File: config.mk
export PLATFORM = sky130hd
export DESIGN_NAME = decimal_text_to_integer_flat
export DESIGN_NICKNAME = d
export VERILOG_FILES = /design/src/sv/dtti_pkg.sv /design/src/sv/dtti_char_if.sv /design/src/sv/dtti_result_if.sv /design/src/sv/dtti_parse.sv /design/src/sv/decimal_text_to_integer.sv /design/src/flat_wrapper.sv
export SDC_FILE = /design/constraint.sdc
export NUM_CORES = 1
export LEC_CHECK = 0
export ABC_AREA = 1
export BUFFER_PORTS_ARGS = -buffer_cell sky130_fd_sc_hd__buf_2
export CORE_UTILIZATION = 28
export CTS_CLUSTER_SIZE = 16
export DETAILED_ROUTE_END_ITERATION = 8
export SYNTH_ARGS = -nofsm -noshare
export SYNTH_HDL_FRONTEND = slang
export SYNTH_HIERARCHICAL = 1
export SYNTH_SLANG_ARGS = --single-unit
export TNS_END_PERCENT = 50
File: constraint.sdc
create_clock -name clk -period 6.7 [get_ports clk]
set_input_delay 0.335 -clock clk [delete_from_list [all_inputs] [get_ports clk]]
set_output_delay 0.335 -clock clk [all_outputs]
set_load 0.02 [all_outputs]
File: src/sv/dtti_pkg.sv
`timescale 1ns / 1ps
`default_nettype none

package dtti_pkg;

	// magnitude range of the parsed integer
	localparam int RESULT_BITS = 32;
	localparam int ACC_W       = RESULT_BITS;
	localparam int VALUE_W     = 32;
	localparam int CHAR_W      = 8;
	localparam int STATUS_W    = 3;

	typedef enum logic [STATUS_W-1:0] {
		ST_OK       = 3'd0,
		ST_EMPTY    = 3'd1,
		ST_BLANK    = 3'd2,
		ST_NOTINT   = 3'd3,
		ST_OVERFLOW = 3'd4
	} status_t;

	typedef struct packed {
		logic [CHAR_W-1:0] char_code;
		logic              no_char;
		logic              last;
	} char_item_t;

	typedef struct packed {
		logic                      valid;
		logic signed [VALUE_W-1:0] value;
		status_t                   status;
	} result_t;

endpackage

`default_nettype wire

File: src/sv/dtti_char_if.sv
`timescale 1ns / 1ps
`default_nettype none

interface dtti_char_if
	import dtti_pkg::*;
();
	logic              valid;
	logic              ready;
	logic [CHAR_W-1:0] char_code;
	logic              no_char;
	logic              last;

	modport source (output valid, output char_code, output no_char, output last, input ready);
	modport sink   (input valid, input char_code, input no_char, input last, output ready);
endinterface

`default_nettype wire

File: src/sv/dtti_result_if.sv
`timescale 1ns / 1ps
`default_nettype none

interface dtti_result_if
	import dtti_pkg::*;
();
	logic                      valid;
	logic                      ready;
	logic signed [VALUE_W-1:0] value;
	logic [STATUS_W-1:0]       status;

	modport source (output valid, output value, output status, input ready);
	modport sink   (input valid, input value, input status, output ready);
endinterface

`default_nettype wire

File: src/sv/dtti_parse.sv
`timescale 1ns / 1ps
`default_nettype none

module dtti_parse
	import dtti_pkg::*;
(
	input  wire logic       clk,
	input  wire logic       arst_n,
	input  wire logic       take,
	input  wire char_item_t item,
	output result_t         res
);

	typedef enum logic [1:0] {
		PH_NONE,
		PH_LEAD,
		PH_BODY
	} phase_t;

	localparam logic [ACC_W-1:0] LIMIT = {1'b1, {(ACC_W-1){1'b0}}};
	localparam int EXT_W = (ACC_W > VALUE_W) ? ACC_W : VALUE_W;

	phase_t           phase_q, phase_n;
	logic             neg_q, neg_n;
	logic [ACC_W-1:0] acc_q, acc_n;
	logic             seen_q, seen_n;
	logic             space_q, space_n;
	status_t          err_q, err_n;

	logic             white, digit, sign, done;
	logic [3:0]       dval;
	logic [ACC_W+3:0] acc_x10;
	logic             ovf;
	logic [EXT_W-1:0] mag_ext, val_ext;

	function automatic logic is_white(input logic [CHAR_W-1:0] c);
		return (c == 8'h20) || (c >= 8'h09 && c <= 8'h0d);
	endfunction

	always_comb begin
		white   = is_white(item.char_code);
		digit   = (item.char_code >= "0") && (item.char_code <= "9");
		sign    = (item.char_code == "-") || (item.char_code == "+");
		dval    = 4'(item.char_code - "0");
		// ten times the magnitude plus the new digit, checked against the limit
		acc_x10 = {acc_q, 3'b000} + {2'b00, acc_q, 1'b0} + (ACC_W+4)'(dval);
		ovf     = acc_x10 > (ACC_W+4)'(LIMIT);

		phase_n = phase_q;
		neg_n   = neg_q;
		acc_n   = acc_q;
		seen_n  = seen_q;
		space_n = space_q;
		err_n   = err_q;
		done    = 1'b0;
		res     = '0;
		mag_ext = '0;
		val_ext = '0;

		if (take && !item.no_char) begin
			if (phase_q != PH_BODY) begin
				if (white) begin
					phase_n = PH_LEAD;
					done    = 1'b1;
				end else begin
					phase_n = PH_BODY;
					if (sign) begin
						neg_n = (item.char_code == "-");
						done  = 1'b1;
					end
				end
			end
			if (!done && err_q == ST_OK) begin
				if (white) begin
					space_n = 1'b1;
				end else if (space_q) begin
					err_n = ST_NOTINT;
				end else if (digit) begin
					if (ovf) begin
						err_n = ST_OVERFLOW;
					end else begin
						acc_n  = acc_x10[ACC_W-1:0];
						seen_n = 1'b1;
					end
				end else begin
					err_n = ST_NOTINT;
				end
			end
		end

		if (take && item.last) begin
			res.valid = 1'b1;
			mag_ext   = EXT_W'(acc_n);
			val_ext   = neg_n ? (EXT_W'(0) - mag_ext) : mag_ext;
			if (phase_n == PH_NONE) begin
				res.status = ST_EMPTY;
			end else if (phase_n == PH_LEAD) begin
				res.status = ST_BLANK;
			end else if (err_n != ST_OK) begin
				res.status = err_n;
			end else if (!seen_n) begin
				res.status = ST_NOTINT;
			end else if (!neg_n && acc_n == LIMIT) begin
				res.status = ST_OVERFLOW;
			end else begin
				res.status = ST_OK;
				res.value  = val_ext[VALUE_W-1:0];
			end
			// ready for the next string
			phase_n = PH_NONE;
			neg_n   = 1'b0;
			acc_n   = '0;
			seen_n  = 1'b0;
			space_n = 1'b0;
			err_n   = ST_OK;
		end
	end

	always_ff @(posedge clk or negedge arst_n) begin
		if (!arst_n) begin
			phase_q <= PH_NONE;
			neg_q   <= 1'b0;
			acc_q   <= '0;
			seen_q  <= 1'b0;
			space_q <= 1'b0;
			err_q   <= ST_OK;
		end else begin
			phase_q <= phase_n;
			neg_q   <= neg_n;
			acc_q   <= acc_n;
			seen_q  <= seen_n;
			space_q <= space_n;
			err_q   <= err_n;
		end
	end

endmodule

`default_nettype wire

File: src/sv/decimal_text_to_integer.sv
// decimal text to integer converter
// chars (sink): one byte of a string per transfer, with no_char for an item
//   that carries no character and last on the final item of the string
// results (source): one transfer per string, at its last item, carrying the
//   signed value and a status (success, empty, blank, not an integer,
//   overflow); value is zero unless the status is success
// a result is offered from the result register: the last item passes the
//   input register, then is parsed into the result register once consumed
// throughput: one character per cycle unless the input stalls; the parse
//   state (magnitude, sign, error) is updated by a single times-ten add and
//   limit compare per cycle
// when the result receiver stalls, the result register holds; further
//   characters keep flowing until a second last item reaches the parse
//   stage, which then waits, and the input stalls behind it
// reset: asynchronous, active low; clears all parse state, empties both
//   registers, so the first byte after reset starts a new string
`timescale 1ns / 1ps
`default_nettype none

module decimal_text_to_integer
	import dtti_pkg::*;
(
	input wire logic     clk,
	input wire logic     arst_n,
	dtti_char_if.sink    chars,
	dtti_result_if.source results
);

	// input register stage
	char_item_t item_s1;
	logic       v_s1;
	logic       consume;

	// result register
	result_t    res;
	logic       out_v_q;
	logic signed [VALUE_W-1:0] out_value_q;
	logic [STATUS_W-1:0]       out_status_q;

	// a last item needs room in the result register, other items always go
	assign consume     = v_s1 && (!item_s1.last || !out_v_q || results.ready);
	assign chars.ready = !v_s1 || consume;

	always_ff @(posedge clk or negedge arst_n) begin
		if (!arst_n) begin
			v_s1 <= 1'b0;
		end else if (chars.ready) begin
			v_s1 <= chars.valid;
		end
	end

	// payload needs no reset
	always_ff @(posedge clk) begin
		if (chars.ready && chars.valid) begin
			item_s1.char_code <= chars.char_code;
			item_s1.no_char   <= chars.no_char;
			item_s1.last      <= chars.last;
		end
	end

	dtti_parse u_parse (
		.clk    (clk),
		.arst_n (arst_n),
		.take   (consume),
		.item   (item_s1),
		.res    (res)
	);

	always_ff @(posedge clk or negedge arst_n) begin
		if (!arst_n) begin
			out_v_q <= 1'b0;
		end else if (res.valid) begin
			out_v_q <= 1'b1;
		end else if (results.ready) begin
			out_v_q <= 1'b0;
		end
	end

	always_ff @(posedge clk) begin
		if (res.valid) begin
			out_value_q  <= res.value;
			out_status_q <= res.status;
		end
	end

	assign results.valid  = out_v_q;
	assign results.value  = out_value_q;
	assign results.status = out_status_q;

endmodule

`default_nettype wire

File: src/flat_wrapper.sv
// flat-port wrapper written by rule: the top's interface ports become plain ports
module decimal_text_to_integer_flat import dtti_pkg::*;
  (clk, arst_n, chars_valid, chars_char_code, chars_no_char, chars_last, chars_ready, results_valid, results_value, results_status, results_ready);
  dtti_char_if chars_i ();
  dtti_result_if results_i ();
  input wire logic clk;
  input wire logic arst_n;
  input wire logic [$bits(chars_i.valid)-1:0] chars_valid;
  input wire logic [$bits(chars_i.char_code)-1:0] chars_char_code;
  input wire logic [$bits(chars_i.no_char)-1:0] chars_no_char;
  input wire logic [$bits(chars_i.last)-1:0] chars_last;
  output wire logic [$bits(chars_i.ready)-1:0] chars_ready;
  output wire logic [$bits(results_i.valid)-1:0] results_valid;
  output wire logic [$bits(results_i.value)-1:0] results_value;
  output wire logic [$bits(results_i.status)-1:0] results_status;
  input wire logic [$bits(results_i.ready)-1:0] results_ready;
  assign chars_i.valid = chars_valid;
  assign chars_i.char_code = chars_char_code;
  assign chars_i.no_char = chars_no_char;
  assign chars_i.last = chars_last;
  assign chars_ready = chars_i.ready;
  assign results_valid = results_i.valid;
  assign results_value = results_i.value;
  assign results_status = results_i.status;
  assign results_i.ready = results_ready;
  decimal_text_to_integer u_core (.clk(clk), .arst_n(arst_n), .chars(chars_i), .results(results_i));
endmodule
==> results.md <==
* Setup violators final at 0
* Top-area cell type share of the netlist area at approximately a fifth
* WP data arrival at 5.77 ns
* Ports placed on the boundary at 51
* Maximum net fanout on the critical path at 36
* Min Clock Period, post-route at 5.67 ns
* Highest achievable clock rate at 0.176 GHz
* Outcome: complete, no violations
* CP Buf/Inv Count at 3
* Maximum number of pins on one net before global-route repair at 78
* Die X-Extent at 170 um
* Final weighted congestion in routability-driven placement at 0.894
* Share of flip-flops with an asynchronous set or reset at 48.3%
* Wire length after detailed routing at between 20 and 25 mm
* Relative slew slack at 22.5%
* Starting utilization of the core area at 28.5%
* First-pass iteration count of the detailed router at 5
* Most common flop cell mapped by yosys: sky130_fd_sc_hd__edfxtp_1
* Distinct cell type count after synthesis at 46
* Clock root cell: sky130_fd_sc_hd__clkbuf_16
* Antenna violations before repair at 0
* Startpoint kind of the worst setup timing path: register
* Biggest area consumer among synthesized cells: sky130_fd_sc_hd__nand2_1
* Total routing resource utilization after global routing at 15.3%
* Cts hold-fix bufs at 0
* Antenna diode count at 0
* 1st-iter DRT viols at between 500 and 600
* Fraction of the yosys area taken by sequential cells at 30.3%
* Insertion delay of the later-clocked pin in the worst-skew pair at between 0.3 and 0.4 ns
* Count of final hold-check violations at 0
* H-Tree Depth at 3
* Area grow syn2layout at 11.8%
* Clock input transition at the sequential cells of the worst setup and hold paths at 0.06 ns
* Lkg Pwr at 5.01 nW
* Design area at 8850 um^2
* Setup skew after layout at 0.00582 ns
* First-pass GRT wire length at 35.0 mm
* Final net count at between 1000 and 1500
* Transition at the pin with the smallest max-transition slack at approximately 1.2 ns
* Average cell area after synthesis at 6.55 um^2
* Num CTS Buffers at 9
* Clock net sink count at 87
* DP Wirelength at 17.4 mm
* Total power per unit cell area at 153 nW/um^2
* Slowest cell on the critical path: sky130_fd_sc_hd__nor3b_1
* Setup slack of the worst register-to-register path at 1.03 ns
* Post-route setup slack at ~1.0 ns
* Post-synthesis instance area at 7920 um^2
* DR vias/cell at 4.62
* RSZ-0062 raised after global routing: false
* Die area at ~29000 um^2
* Per-cell routed wire length at about 13 um
* Crit-path leading delay family: simple AND/OR/NAND/NOR gates
* DP Cell Count at 1624
* # DRC at 0
* Number of max-slew violations in the final report at 0
* Core region area at 27800 um^2
* Number of instances in the synthesized netlist at between 1000 and 1500
* Top cells by area in the synthesized netlist: sky130_fd_sc_hd__nand2_1, sky130_fd_sc_hd__edfxtp_1, sky130_fd_sc_hd__dfrtp_1
* Sum of negative setup slack at 0 ns
* Row count at 61
* Maximum single-stage delay on the critical path at 0.47 ns
* Final standard cell count with taps included and fillers excluded at 1640
* Count of state elements after synthesis at 87
* Number of instances resized during post-cts repair at 0
* Required time of the critical path at 6.80 ns
* Placed Area at 8560 um^2
* Bufs on Longest Clock Path at 2
* Number of synthesized flops with an enable pin at 45
* DIE HEIGHT at around 170 um
* Share of layout cells above drive strength 1 at between 8 and 9%
* Global-route congestion overflow total at 0
* Cell breakdown of the critical path: ha_1 -> ha_1 -> nand2_1 -> nor3_1 -> nand2_1 -> nor2_1 -> nor3b_1 -> a211oi_1 -> nand3_1 -> nor2_2 -> buf_4 -> nand3_4 -> o21ai_0 -> inv_1 -> ha_1 -> nand3_1 -> nor2_2 -> nand4_1 -> nor2_4 -> nand3_1 -> nand2_4 -> inv_2 -> nand2_1 -> nor2_1
* Nature of the critical path endpoint: register
* CTS tree: yes
* Final worst path period share at 84.6%
* Syn Nets at 1289
* Highest ir drop seen on vdd at 0.000129 V
* Count of vias placed by the detailed router at 7583
* Worst setup path class: register to register
* Worst slack on hold paths at 0.132 ns
* Antenna Nets Post-Route at 0
* Max-Cap Viols at 0
* YS warnings at 6
* Type of the worst min-delay path: primary input to async pin
* Number of global-route vias before repair at 7146
* Count of input and output buffers at 50
* Pre-CTS setup slack at 1.15 ns
* Fill cells at slightly above 3000
* Postcts setup bufs at 0
where the power goes:
part	internal (mW)	switching [mW]	leakage, nW	total, mW
registers	0.588	0.0150	1.01	0.603
logic	0.0845	0.178	3.86	0.262
clock network	0.287	0.203	0.134	0.490
total	0.959	0.396	5.01	1.36
cell usage in the layout (no fill, tap or decap), types with 8 or more instances in the layout:
cell                        Yosys  layout
sky130_fd_sc_hd__o21ai_0       19      19
sky130_fd_sc_hd__nor3_1        11      11
sky130_fd_sc_hd__xor2_1        10      10
sky130_fd_sc_hd__nor2_1       162     162
sky130_fd_sc_hd__nand3b_1      11      11
sky130_fd_sc_hd__dfrtp_1       42      42
sky130_fd_sc_hd__buf_2          3      50
sky130_fd_sc_hd__o21ai_2        8       8
sky130_fd_sc_hd__clkbuf_16      0       9
sky130_fd_sc_hd__and2_1        11      11
sky130_fd_sc_hd__a21oi_1       40      40
sky130_fd_sc_hd__inv_1        208     208
sky130_fd_sc_hd__nand4_1       37      37
sky130_fd_sc_hd__edfxtp_1      45      45
sky130_fd_sc_hd__ha_1          64      64
sky130_fd_sc_hd__xnor2_1       10      10
sky130_fd_sc_hd__nand2_1      403     403
sky130_fd_sc_hd__nand3_1       59      59
per-stage QoR:
step	power (mW)	util [%]
6_report	1.36	31.9
3_5_place_dp	0.874	30.8
2_1_floorplan	0.803	-
5_1_grt	1.43	31.9
3_3_place_gp	0.871	30.8
4_1_cts	1.37	31.9
registers in the layout, summed over array words and instances (netlist names):
register and count:
u_core/u_parse/seen_q 1, u_core/results.value 32, u_core/u_parse/phase_q 2, u_core/u_parse/space_q 1, u_core/u_parse/acc_q 32, u_core/item_s1 10
u_core/u_parse/err_q 3, u_core/results.valid 1, u_core/results.status 3, u_core/u_parse/neg_q 1, u_core/v_s1 1
cells in the mapped netlist, types with 11 or more instances:
library cell,number
sky130_fd_sc_hd__nor2_1,162
sky130_fd_sc_hd__nor3_1,11
sky130_fd_sc_hd__inv_1,208
sky130_fd_sc_hd__and2_1,11
sky130_fd_sc_hd__edfxtp_1,45
sky130_fd_sc_hd__nand4_1,37
sky130_fd_sc_hd__a21oi_1,40
sky130_fd_sc_hd__nand2_1,403
sky130_fd_sc_hd__nand3b_1,11
sky130_fd_sc_hd__o21ai_0,19
sky130_fd_sc_hd__ha_1,64
sky130_fd_sc_hd__dfrtp_1,42
sky130_fd_sc_hd__nand3_1,59
cells by family after synthesis:
group                    synth area share (%)
AO/OA/AOI/OAI                            7.05
XOR/XNOR                                 2.21
adder cells (fa/ha/maj)                  10.6
buffers and inverters                    11.8
flip-flops                               30.3
AND/OR/NAND/NOR                          38.0
layout make-up:
type / count / area, um^2 / share of cell area (%)
flip-flops and latches: 87 / 2400 / 27.1
inverters: 216 / 811 / 9.16
multi-input cells: 888 / 4580 / 51.8
repair buffers: 55 / 288 / 3.25
clock buffers: 10 / 229 / 2.59
clock inverters: 6 / 61.3 / 0.693
well taps: 378 / 473 / 5.35
path summary, 6_finish.rpt:
path,from,to,cells after the start
setup reg to reg,u_core/u_parse/acc_q[28],u_core/results.value[31],24
min in group clk,chars_char_code[1],u_core/item_s1[3],1
max in group asynchronous,arst_n,u_core/u_parse/acc_q[26],1
hold reg to reg,u_core/u_parse/space_q,u_core/u_parse/space_q,2
hold / removal,arst_n,u_core/u_parse/acc_q[2],1
setup / recovery,u_core/u_parse/acc_q[28],u_core/results.value[31],24
per-layer routing:
layer | wire length, um | track usage (%)
met4 | 410 | 4.62
met5 | 0 | 0
met2 | 9990 | 25.8
met1 | 9760 | 20.1
met3 | 1140 | 2.51
No activity file was read; power rests on OpenSTA's default activity.
